$ cat src/rtl/crc32s8_pkg.sv
// Shared types, constants and CRC-32 fold functions for the slice-by-eight CRC engine.
package crc32s8_pkg;

    // Bytes that one request carries at most.
    localparam int DATA_BYTES_MAX = 8;
    localparam int BYTES_PER_ITEM_DEF = 8;

    localparam logic [31:0] CRC_POLY = 32'hEDB8_8320;
    localparam logic [31:0] CRC_ONES = 32'hFFFF_FFFF;

    localparam int PADDR_W = 3;

    // Configuration register indexes, taken from paddr[2].
    typedef enum logic {
        REG_SEED   = 1'b0,
        REG_INVERT = 1'b1
    } t_reg_idx;

    typedef struct packed {
        logic [63:0] data_bytes;
        logic [3:0]  byte_count;
        logic        first_item;
        logic        last_item;
    } t_crc_in;

    typedef struct packed {
        logic [31:0] crc_value;
        logic        is_last;
    } t_crc_out;

    // Contents of the lane stage register handed to the fold stage.
    typedef struct packed {
        logic [31:0] contrib;
        logic [3:0]  byte_count;
        logic        first_item;
        logic        last_item;
    } t_stage;

    // One byte through the reflected CRC-32, least significant bit first.
    function automatic logic [31:0] crc_fold_byte(input logic [31:0] crc,
                                                  input logic [7:0]  data_byte);
        logic [31:0] c;
        c = crc ^ {24'h000000, data_byte};
        for (int k = 0; k < 8; k++) begin
            c = c[0] ? (CRC_POLY ^ (c >> 1)) : (c >> 1);
        end
        return c;
    endfunction

    // Contribution of one byte folded from a zero state and then carried
    // through a fixed number of trailing zero bytes.
    function automatic logic [31:0] crc_lane_contrib(input logic [7:0] data_byte,
                                                     input int         advance);
        logic [31:0] c;
        c = crc_fold_byte(32'h0000_0000, data_byte);
        for (int i = 0; i < DATA_BYTES_MAX - 1; i++) begin
            if (i < advance) begin
                c = crc_fold_byte(c, 8'h00);
            end
        end
        return c;
    endfunction

endpackage

$ cat src/rtl/crc32s8_lane.sv
// One CRC lane: the fixed XOR network that maps one aligned byte to its CRC contribution.
module crc32s8_lane #(
    parameter int ADVANCE = 0
) (
    input  logic [7:0]  i_byte,
    output logic [31:0] o_contrib
);
    import crc32s8_pkg::*;

    assign o_contrib = crc_lane_contrib(i_byte, ADVANCE);

endmodule

$ cat src/rtl/crc32s8_fold.sv
// Fold stage: running CRC register, zero-byte advance of the start value and the result register.
module crc32s8_fold #(
    parameter int LANES = crc32s8_pkg::BYTES_PER_ITEM_DEF
) (
    input  logic                  i_clk,
    input  logic                  i_rst_n,
    input  logic                  i_load,
    input  crc32s8_pkg::t_stage   i_stage,
    input  logic [31:0]           i_seed,
    input  logic                  i_invert,
    output crc32s8_pkg::t_crc_out o_result
);
    import crc32s8_pkg::*;

    localparam int SEL_W = $clog2(LANES + 1);

    logic [31:0] r_running;
    logic [31:0] n_running;
    t_crc_out    r_result;
    t_crc_out    n_result;
    logic [31:0] start_crc;
    logic [31:0] cand [LANES+1];

    // The start value is carried through as many zero bytes as the request
    // held; the lane stage already supplied the data part of the remainder.
    always_comb begin
        start_crc = i_stage.first_item ? i_seed : r_running;
        cand[0] = start_crc;
        for (int i = 1; i <= LANES; i++) begin
            cand[i] = crc_fold_byte(cand[i-1], 8'h00);
        end
        n_running = cand[i_stage.byte_count[SEL_W-1:0]] ^ i_stage.contrib;
        n_result.crc_value = i_invert ? (n_running ^ CRC_ONES) : n_running;
        n_result.is_last = i_stage.last_item;
    end

    always_ff @(posedge i_clk) begin
        if (!i_rst_n) begin
            r_running <= CRC_ONES;
        end else if (i_load) begin
            r_running <= n_running;
        end
    end

    always_ff @(posedge i_clk) begin
        if (i_load) begin
            r_result <= n_result;
        end
    end

    assign o_result = r_result;

endmodule

$ cat src/rtl/crc32_slice8_engine.sv
// Top level of the reflected CRC-32 engine: request handshake, lanes, merge and register port.
//
// This block computes the reflected IEEE 802.3 CRC-32 (polynomial 0xEDB88320) over a byte
// stream and accepts one request of up to BYTES_PER_ITEM bytes (at most eight) every clock
// cycle while o_in_stall is low; each request returns exactly one result, in order.
// Byte 0 in bits 7:0 of data_bytes is the first byte of the stream, and byte_count valid
// bytes are taken from the low end, a larger count being clipped to the lane count. A request
// with first_item set restarts the running CRC from the seed register; otherwise it continues
// from the value left by the previous request, and after reset that value is all ones. The
// result carries the CRC after the request, XORed with all ones when invert_output is set,
// and echoes last_item in is_last. The first stage aligns the valid bytes to the top lane so
// that every lane has a fixed position, lets the lanes compute their byte contributions side
// by side and merges them with an XOR tree. The second stage holds the only loop: it takes
// the seed or the running CRC, carries it across the request's byte count of zero bytes and
// adds the merged data term combinationally, so without stalls the rate is one request per cycle.
// The result sits in an output register; the input side keeps accepting while that register
// waits, and only stalls when both the lane stage and the output register are occupied and the
// consumer stalls. Registers are written over the APB port: seed at address 0 and
// invert_output at address 4, with paddr bits 1:0 ignored; both should only be written while
// the engine holds no request.
module crc32_slice8_engine #(
    parameter int BYTES_PER_ITEM = crc32s8_pkg::BYTES_PER_ITEM_DEF
) (
    input  logic                              i_clk,
    input  logic                              i_rst_n,
    // Input request channel.
    input  logic                              i_in_valid,
    output logic                              o_in_stall,
    input  crc32s8_pkg::t_crc_in              i_in_data,
    // Result channel.
    output logic                              o_out_valid,
    input  logic                              i_out_stall,
    output crc32s8_pkg::t_crc_out             o_out_data,
    // Register port.
    input  logic                              psel,
    input  logic                              penable,
    input  logic                              pwrite,
    input  logic [crc32s8_pkg::PADDR_W-1:0]   paddr,
    input  logic [31:0]                       pwdata,
    output logic [31:0]                       prdata,
    output logic                              pready
);
    import crc32s8_pkg::*;

    // The data field carries eight bytes, so lanes beyond eight would never see data.
    localparam int LANES  = (BYTES_PER_ITEM < DATA_BYTES_MAX) ? BYTES_PER_ITEM
                                                               : DATA_BYTES_MAX;
    localparam int LANE_W = LANES * 8;

    // Configuration registers.
    logic [31:0] r_seed;
    logic [31:0] n_seed;
    logic        r_invert;
    logic        n_invert;
    logic        cfg_wr;
    t_reg_idx    cfg_idx;

    // Handshake and pipeline control.
    logic        r_s1_valid;
    logic        n_s1_valid;
    logic        r_out_valid;
    logic        n_out_valid;
    logic        in_fire;
    logic        out_fire;
    logic        out_free;
    logic        xfer;

    // Lane stage.
    logic [3:0]        sat_count;
    logic [3:0]        shift_bytes;
    logic [LANE_W-1:0] aligned;
    logic [31:0]       lane_contrib [LANES];
    logic [31:0]       merged;
    t_stage            r_stage;
    t_stage            n_stage;

    // ------------------------------------------------------------------
    // Register port. Writes complete in the access phase; pready is tied high.
    // ------------------------------------------------------------------
    assign pready  = 1'b1;
    assign cfg_wr  = psel && penable && pwrite && pready;
    assign cfg_idx = t_reg_idx'(paddr[2]);

    always_comb begin
        n_seed   = r_seed;
        n_invert = r_invert;
        if (cfg_wr) begin
            case (cfg_idx)
                REG_SEED:   n_seed   = pwdata;
                REG_INVERT: n_invert = pwdata[0];
                default: begin
                    n_seed   = r_seed;
                    n_invert = r_invert;
                end
            endcase
        end
    end

    always_comb begin
        case (cfg_idx)
            REG_SEED:   prdata = r_seed;
            REG_INVERT: prdata = {31'h0000_0000, r_invert};
            default:    prdata = 32'h0000_0000;
        endcase
    end

    always_ff @(posedge i_clk) begin
        if (!i_rst_n) begin
            r_seed   <= CRC_ONES;
            r_invert <= 1'b1;
        end else begin
            r_seed   <= n_seed;
            r_invert <= n_invert;
        end
    end

    // ------------------------------------------------------------------
    // Handshake. The lane stage moves on whenever the output register is
    // empty or being drained, so a waiting result never blocks the input
    // unless the lane stage behind it is also full.
    // ------------------------------------------------------------------
    assign out_fire   = r_out_valid && !i_out_stall;
    assign out_free   = !r_out_valid || !i_out_stall;
    assign xfer       = r_s1_valid && out_free;
    assign o_in_stall = r_s1_valid && !out_free;
    assign in_fire    = i_in_valid && !o_in_stall;

    always_comb begin
        n_s1_valid = r_s1_valid;
        if (in_fire) begin
            n_s1_valid = 1'b1;
        end else if (xfer) begin
            n_s1_valid = 1'b0;
        end
        n_out_valid = r_out_valid;
        if (xfer) begin
            n_out_valid = 1'b1;
        end else if (out_fire) begin
            n_out_valid = 1'b0;
        end
    end

    always_ff @(posedge i_clk) begin
        if (!i_rst_n) begin
            r_s1_valid  <= 1'b0;
            r_out_valid <= 1'b0;
        end else begin
            r_s1_valid  <= n_s1_valid;
            r_out_valid <= n_out_valid;
        end
    end

    // ------------------------------------------------------------------
    // Lane stage. The valid bytes are shifted up so that the last one lands
    // in the top lane. Leading zero bytes leave a zero CRC state unchanged,
    // so each lane can apply a fixed advance: lane j is followed by
    // LANES-1-j bytes in every request.
    // ------------------------------------------------------------------
    assign sat_count   = (i_in_data.byte_count > 4'(LANES)) ? 4'(LANES)
                                                             : i_in_data.byte_count;
    assign shift_bytes = 4'(LANES) - sat_count;
    assign aligned     = i_in_data.data_bytes[LANE_W-1:0] << {shift_bytes, 3'b000};

    for (genvar j = 0; j < LANES; j++) begin : g_lane
        crc32s8_lane #(
            .ADVANCE (LANES - 1 - j)
        ) u_lane (
            .i_byte    (aligned[8*j +: 8]),
            .o_contrib (lane_contrib[j])
        );
    end

    // Merge: the CRC is linear, so the lane contributions simply XOR together.
    always_comb begin
        merged = 32'h0000_0000;
        for (int j = 0; j < LANES; j++) begin
            merged = merged ^ lane_contrib[j];
        end
        n_stage.contrib    = merged;
        n_stage.byte_count = sat_count;
        n_stage.first_item = i_in_data.first_item;
        n_stage.last_item  = i_in_data.last_item;
    end

    always_ff @(posedge i_clk) begin
        if (in_fire) begin
            r_stage <= n_stage;
        end
    end

    // ------------------------------------------------------------------
    // Fold stage: running CRC and the output register.
    // ------------------------------------------------------------------
    crc32s8_fold #(
        .LANES (LANES)
    ) u_fold (
        .i_clk    (i_clk),
        .i_rst_n  (i_rst_n),
        .i_load   (xfer),
        .i_stage  (r_stage),
        .i_seed   (r_seed),
        .i_invert (r_invert),
        .o_result (o_out_data)
    );

    assign o_out_valid = r_out_valid;

    // ------------------------------------------------------------------
    // Assertions.
    // ------------------------------------------------------------------

    // The input only stalls when both stages hold a request and the consumer stalls.
    a_stall_cause: assert property (@(posedge i_clk) disable iff (!i_rst_n)
        o_in_stall |-> (r_s1_valid && r_out_valid && i_out_stall))
        else $error("input stalled while the pipeline had room");

    // An accepted request always occupies the lane stage on the next cycle.
    a_accept_lands: assert property (@(posedge i_clk) disable iff (!i_rst_n)
        in_fire |=> r_s1_valid)
        else $error("accepted request lost before the lane stage");

    // A drained output with an empty lane stage leaves no result behind.
    a_no_invented: assert property (@(posedge i_clk) disable iff (!i_rst_n)
        (out_fire && !r_s1_valid) |=> !o_out_valid)
        else $error("result shown without a request behind it");

endmodule
$ cat config.mk
export PLATFORM = sky130hd
export DESIGN_NAME = crc32_slice8_engine
export DESIGN_NICKNAME = d
export VERILOG_FILES = /design/src/rtl/crc32s8_pkg.sv /design/src/rtl/crc32s8_lane.sv /design/src/rtl/crc32s8_fold.sv /design/src/rtl/crc32_slice8_engine.sv
export SDC_FILE = /design/constraint.sdc
export NUM_CORES = 1
export LEC_CHECK = 0
export BUFFER_PORTS_ARGS = -buffer_cell sky130_fd_sc_hd__buf_4
export CAP_MARGIN = 25
export CORE_MARGIN = 1
export CORE_UTILIZATION = 65
export DETAILED_ROUTE_END_ITERATION = 10
export PLACE_DENSITY = 0.91
export SLEW_MARGIN = 20
export SYNTH_ARGS = -nofsm -noshare
export SYNTH_HDL_FRONTEND = slang
export SYNTH_SLANG_ARGS = --single-unit
export TNS_END_PERCENT = 1
$ cat constraint.sdc
create_clock -name i_clk -period 12.9 [get_ports i_clk]
set_clock_uncertainty 0.1 [all_clocks]
set_input_delay 1.935 -clock i_clk [delete_from_list [all_inputs] [get_ports i_clk]]
set_output_delay 1.935 -clock i_clk [all_outputs]
set_load 0.01 [all_outputs]
==> reports/results.tsv <==
stage	metric	value	unit
setup_path	crit-path cells	xor3_2, xnor3_1, mux2i_4, xnor3_2, xor3_1, xnor3_2, xnor2_4, xnor3_2, xnor3_1, xor2_4, xnor3_1, xnor3_1, a21oi_1, nor3_1, o32ai_1, xor2_1, xor2_1	
clocking	clock latency on the worst-skew pair	0.45	ns
timing	setup TNS	0	ns
synth	post-synth net total	2932	
clocking	Max Root-Sink Buffers	2	
finish	Layout area overhead	8.52	%
synth	yosys warns	0	
die	Starting Density	0.665	
placement	dpl hpwl	81.5	mm
finish	Final Net Count	3024	
setup_path	Arr. time, crit path	9.10	ns
timing	setup ws final	3.87	ns
global_routing	met1 Track Usage GR	0.530	
global_routing	GRT overflow	0	
synth	number of synthesized register bits	138	
route	DRC Markers	0	
clocking	H-tree Lvls	4	
route	drt initial violations	3013	
timing	slew of the pin with the lowest slew margin	1.15	ns
setup_path	Worst Setup Start Kind	flip-flop	
route	wire per inst	29.5	um
synth	Most used DFF post-synth	edfxtp_1	
global_routing	largest net degree at the start of global routing	95	
clocking	post_cts resized	0	
setup_path	r2r setup slk	3.87	ns
clocking	CTS sink cnt	138	
setup_path	required time worst endpoint	12.96	ns
placement	post-place setup slack	4.08	ns
setup_path	Setup crit end kind	flip-flop	
route	post-detailed-route count of antenna-violating nets	0	
global_routing	M2 GR Usage	0.752	
synth	Seq/Total Area, Yosys	0.127	
setup_path	CP max stage cell	xnor3_1	
die	die width	207	um
synth	EDFF count, synth	71	
synth	Syn Inst Count	2819	
route	first-pass detailed-route iteration total	6	
timing	post-route clock period utilization	0.700	
route	drt via density	6.44	
timing	FMAX	0.111	GHz
global_routing	initial antenna violation count	1	
die	DIE AREA	43000	um^2
die	io pins	180	
synth	syn_area_per_cell	9.72	um^2
setup_path	delay-heaviest family, CP	XOR/XNOR gates	
clocking	hold bufs inserted after CTS	0	
finish	filler cell count	3151	
global_routing	all-layer global routing usage	0.470	
clocking	CTS root buffer	clkbuf_16	
clocking	clk slew on worst S/H paths	0.07	ns
route	final wirelength	102	mm
clocking	total CTS buffers	17	
setup_path	highest fanout seen on the critical path	11	
placement	Routability Congestion	1.12	
synth	post-synth cell types	71	
route	vias after detailed routing	22300	
timing	RSZ-0062 raised after global routing	no	
placement	IO Port Bufs	176	
finish	ratio of cells with drive above 1 in the final layout	0.149	
finish	most common cell after layout, fill and taps aside	xnor2_1	
setup_path	most frequent CP cell	xnor3_1	
die	Rows	74	
timing	Worst slew margin	0.214	
setup_path	CP bufs+invs	0	
die	core area	41200	um^2
timing	minimum clock period	9.03	ns
setup_path	Setup Crit Path Kind	flip-flop to flip-flop	
timing	Finish-stage setup viols	0	
synth	synthesized area	27400	um^2
run_status	status	finished clean	
flow_run	# Max-Cap Violations	0	
clocking	CTS tree	yes	
timing	Fin. Hold Viols	0	
die	Vert. Die Dim	207	um
setup_path	Critical Path Max Stage Delay	1.06	ns
min_path	HP Class	flip-flop to flip-flop	
global_routing	M3 GR Usage	0.113	
clocking	Setup Buffers After CTS	0	
timing	Hold WS	0.341	ns
global_routing	first-pass GRT wire length	147	mm
timing	fin. max-slew vios	0	
global_routing	busiest metal layer after global routing	met2	
finish	most frequent cells in the layout	xnor2_1, xor2_1, buf_4	
synth	ys async rst share	0	
global_routing	vias in the first global route	21800	
[cells by family (layout without fill, tap and decap cells)]
group,Yosys count,in the layout,share of synthesized area
xor gates and xnor gates,1517,1517,0.618
DFF,138,138,0.127
muxes,152,152,0.0721
buffers and inverters,172,277,0.0280
AOI/OAI and AO/OA,270,270,0.0657
adders and majority gates,1,1,0.000457
and+or+nand+nor,568,568,0.0887
other,1,2,0.000137
[cells in the mapped netlist (all sizes together) (58+ instances only)]
library cell / number / share of area
xnor2: 962 / 0.33
xor2: 348 / 0.12
nand2: 207 / 0.028
nor2: 207 / 0.028
xnor3: 172 / 0.14
mux2i: 116 / 0.047
clkbuf: 112 / 0.015
edfxtp: 71 / 0.078
dfxtp: 67 / 0.049
a211oi: 61 / 0.017
nand3: 60 / 0.011
a21oi: 58 / 0.011
[layer usage]
metal | vias up | routed length [um]
met3 | 488 | 10700
li1 | 9563 | -
met2 | 1679 | 46100
met5 | - | 0
met4 | 0 | 10600
met1 | 10500 | 34500
[through the flow]
step	std cells	utilization	instance area, um^2
after floorplan	2819	-	27400
after global placement	3420	0.706	29100
after detailed placement	3420	0.706	29100
after CTS	3452	0.721	29700
after global routing	3456	0.721	29700
final	3457	0.721	29700
[registers in the layout, summed over array words and instances (netlist names)]
| name | flops |
|---|---|
| u_fold.o_result | 33 |
| u_fold.r_running | 32 |
| r_stage | 38 |
| r_s1_valid | 1 |
| r_invert | 1 |
| r_seed | 32 |
| o_out_valid | 1 |
[path summary, 6_finish.rpt]
kind | start | to | cells after the start
worst max-delay path | u_fold.r_running[1] | u_fold.o_result[26] | 17
worst min-delay path | r_stage[0] | u_fold.o_result[0] | 0
worst max register to register | u_fold.r_running[1] | u_fold.o_result[26] | 17
worst min register to register | r_stage[0] | u_fold.o_result[0] | 0
[final cells by class]
cell class,count,area (um^2),share of cell area
multi-input combinational,2509,23200,0.780
sequential,138,3470,0.117
timing repair buffer,234,1760,0.0591
tap,532,666,0.0224
clock buffer,21,484,0.0163
clock inverter,11,108,0.00362
inverter,11,41.3,0.00139
antenna,1,2.50,0.0000842
Power is not shown: default switching activity piles up to over one toggle a cycle in this logic, so the estimate is an artifact.
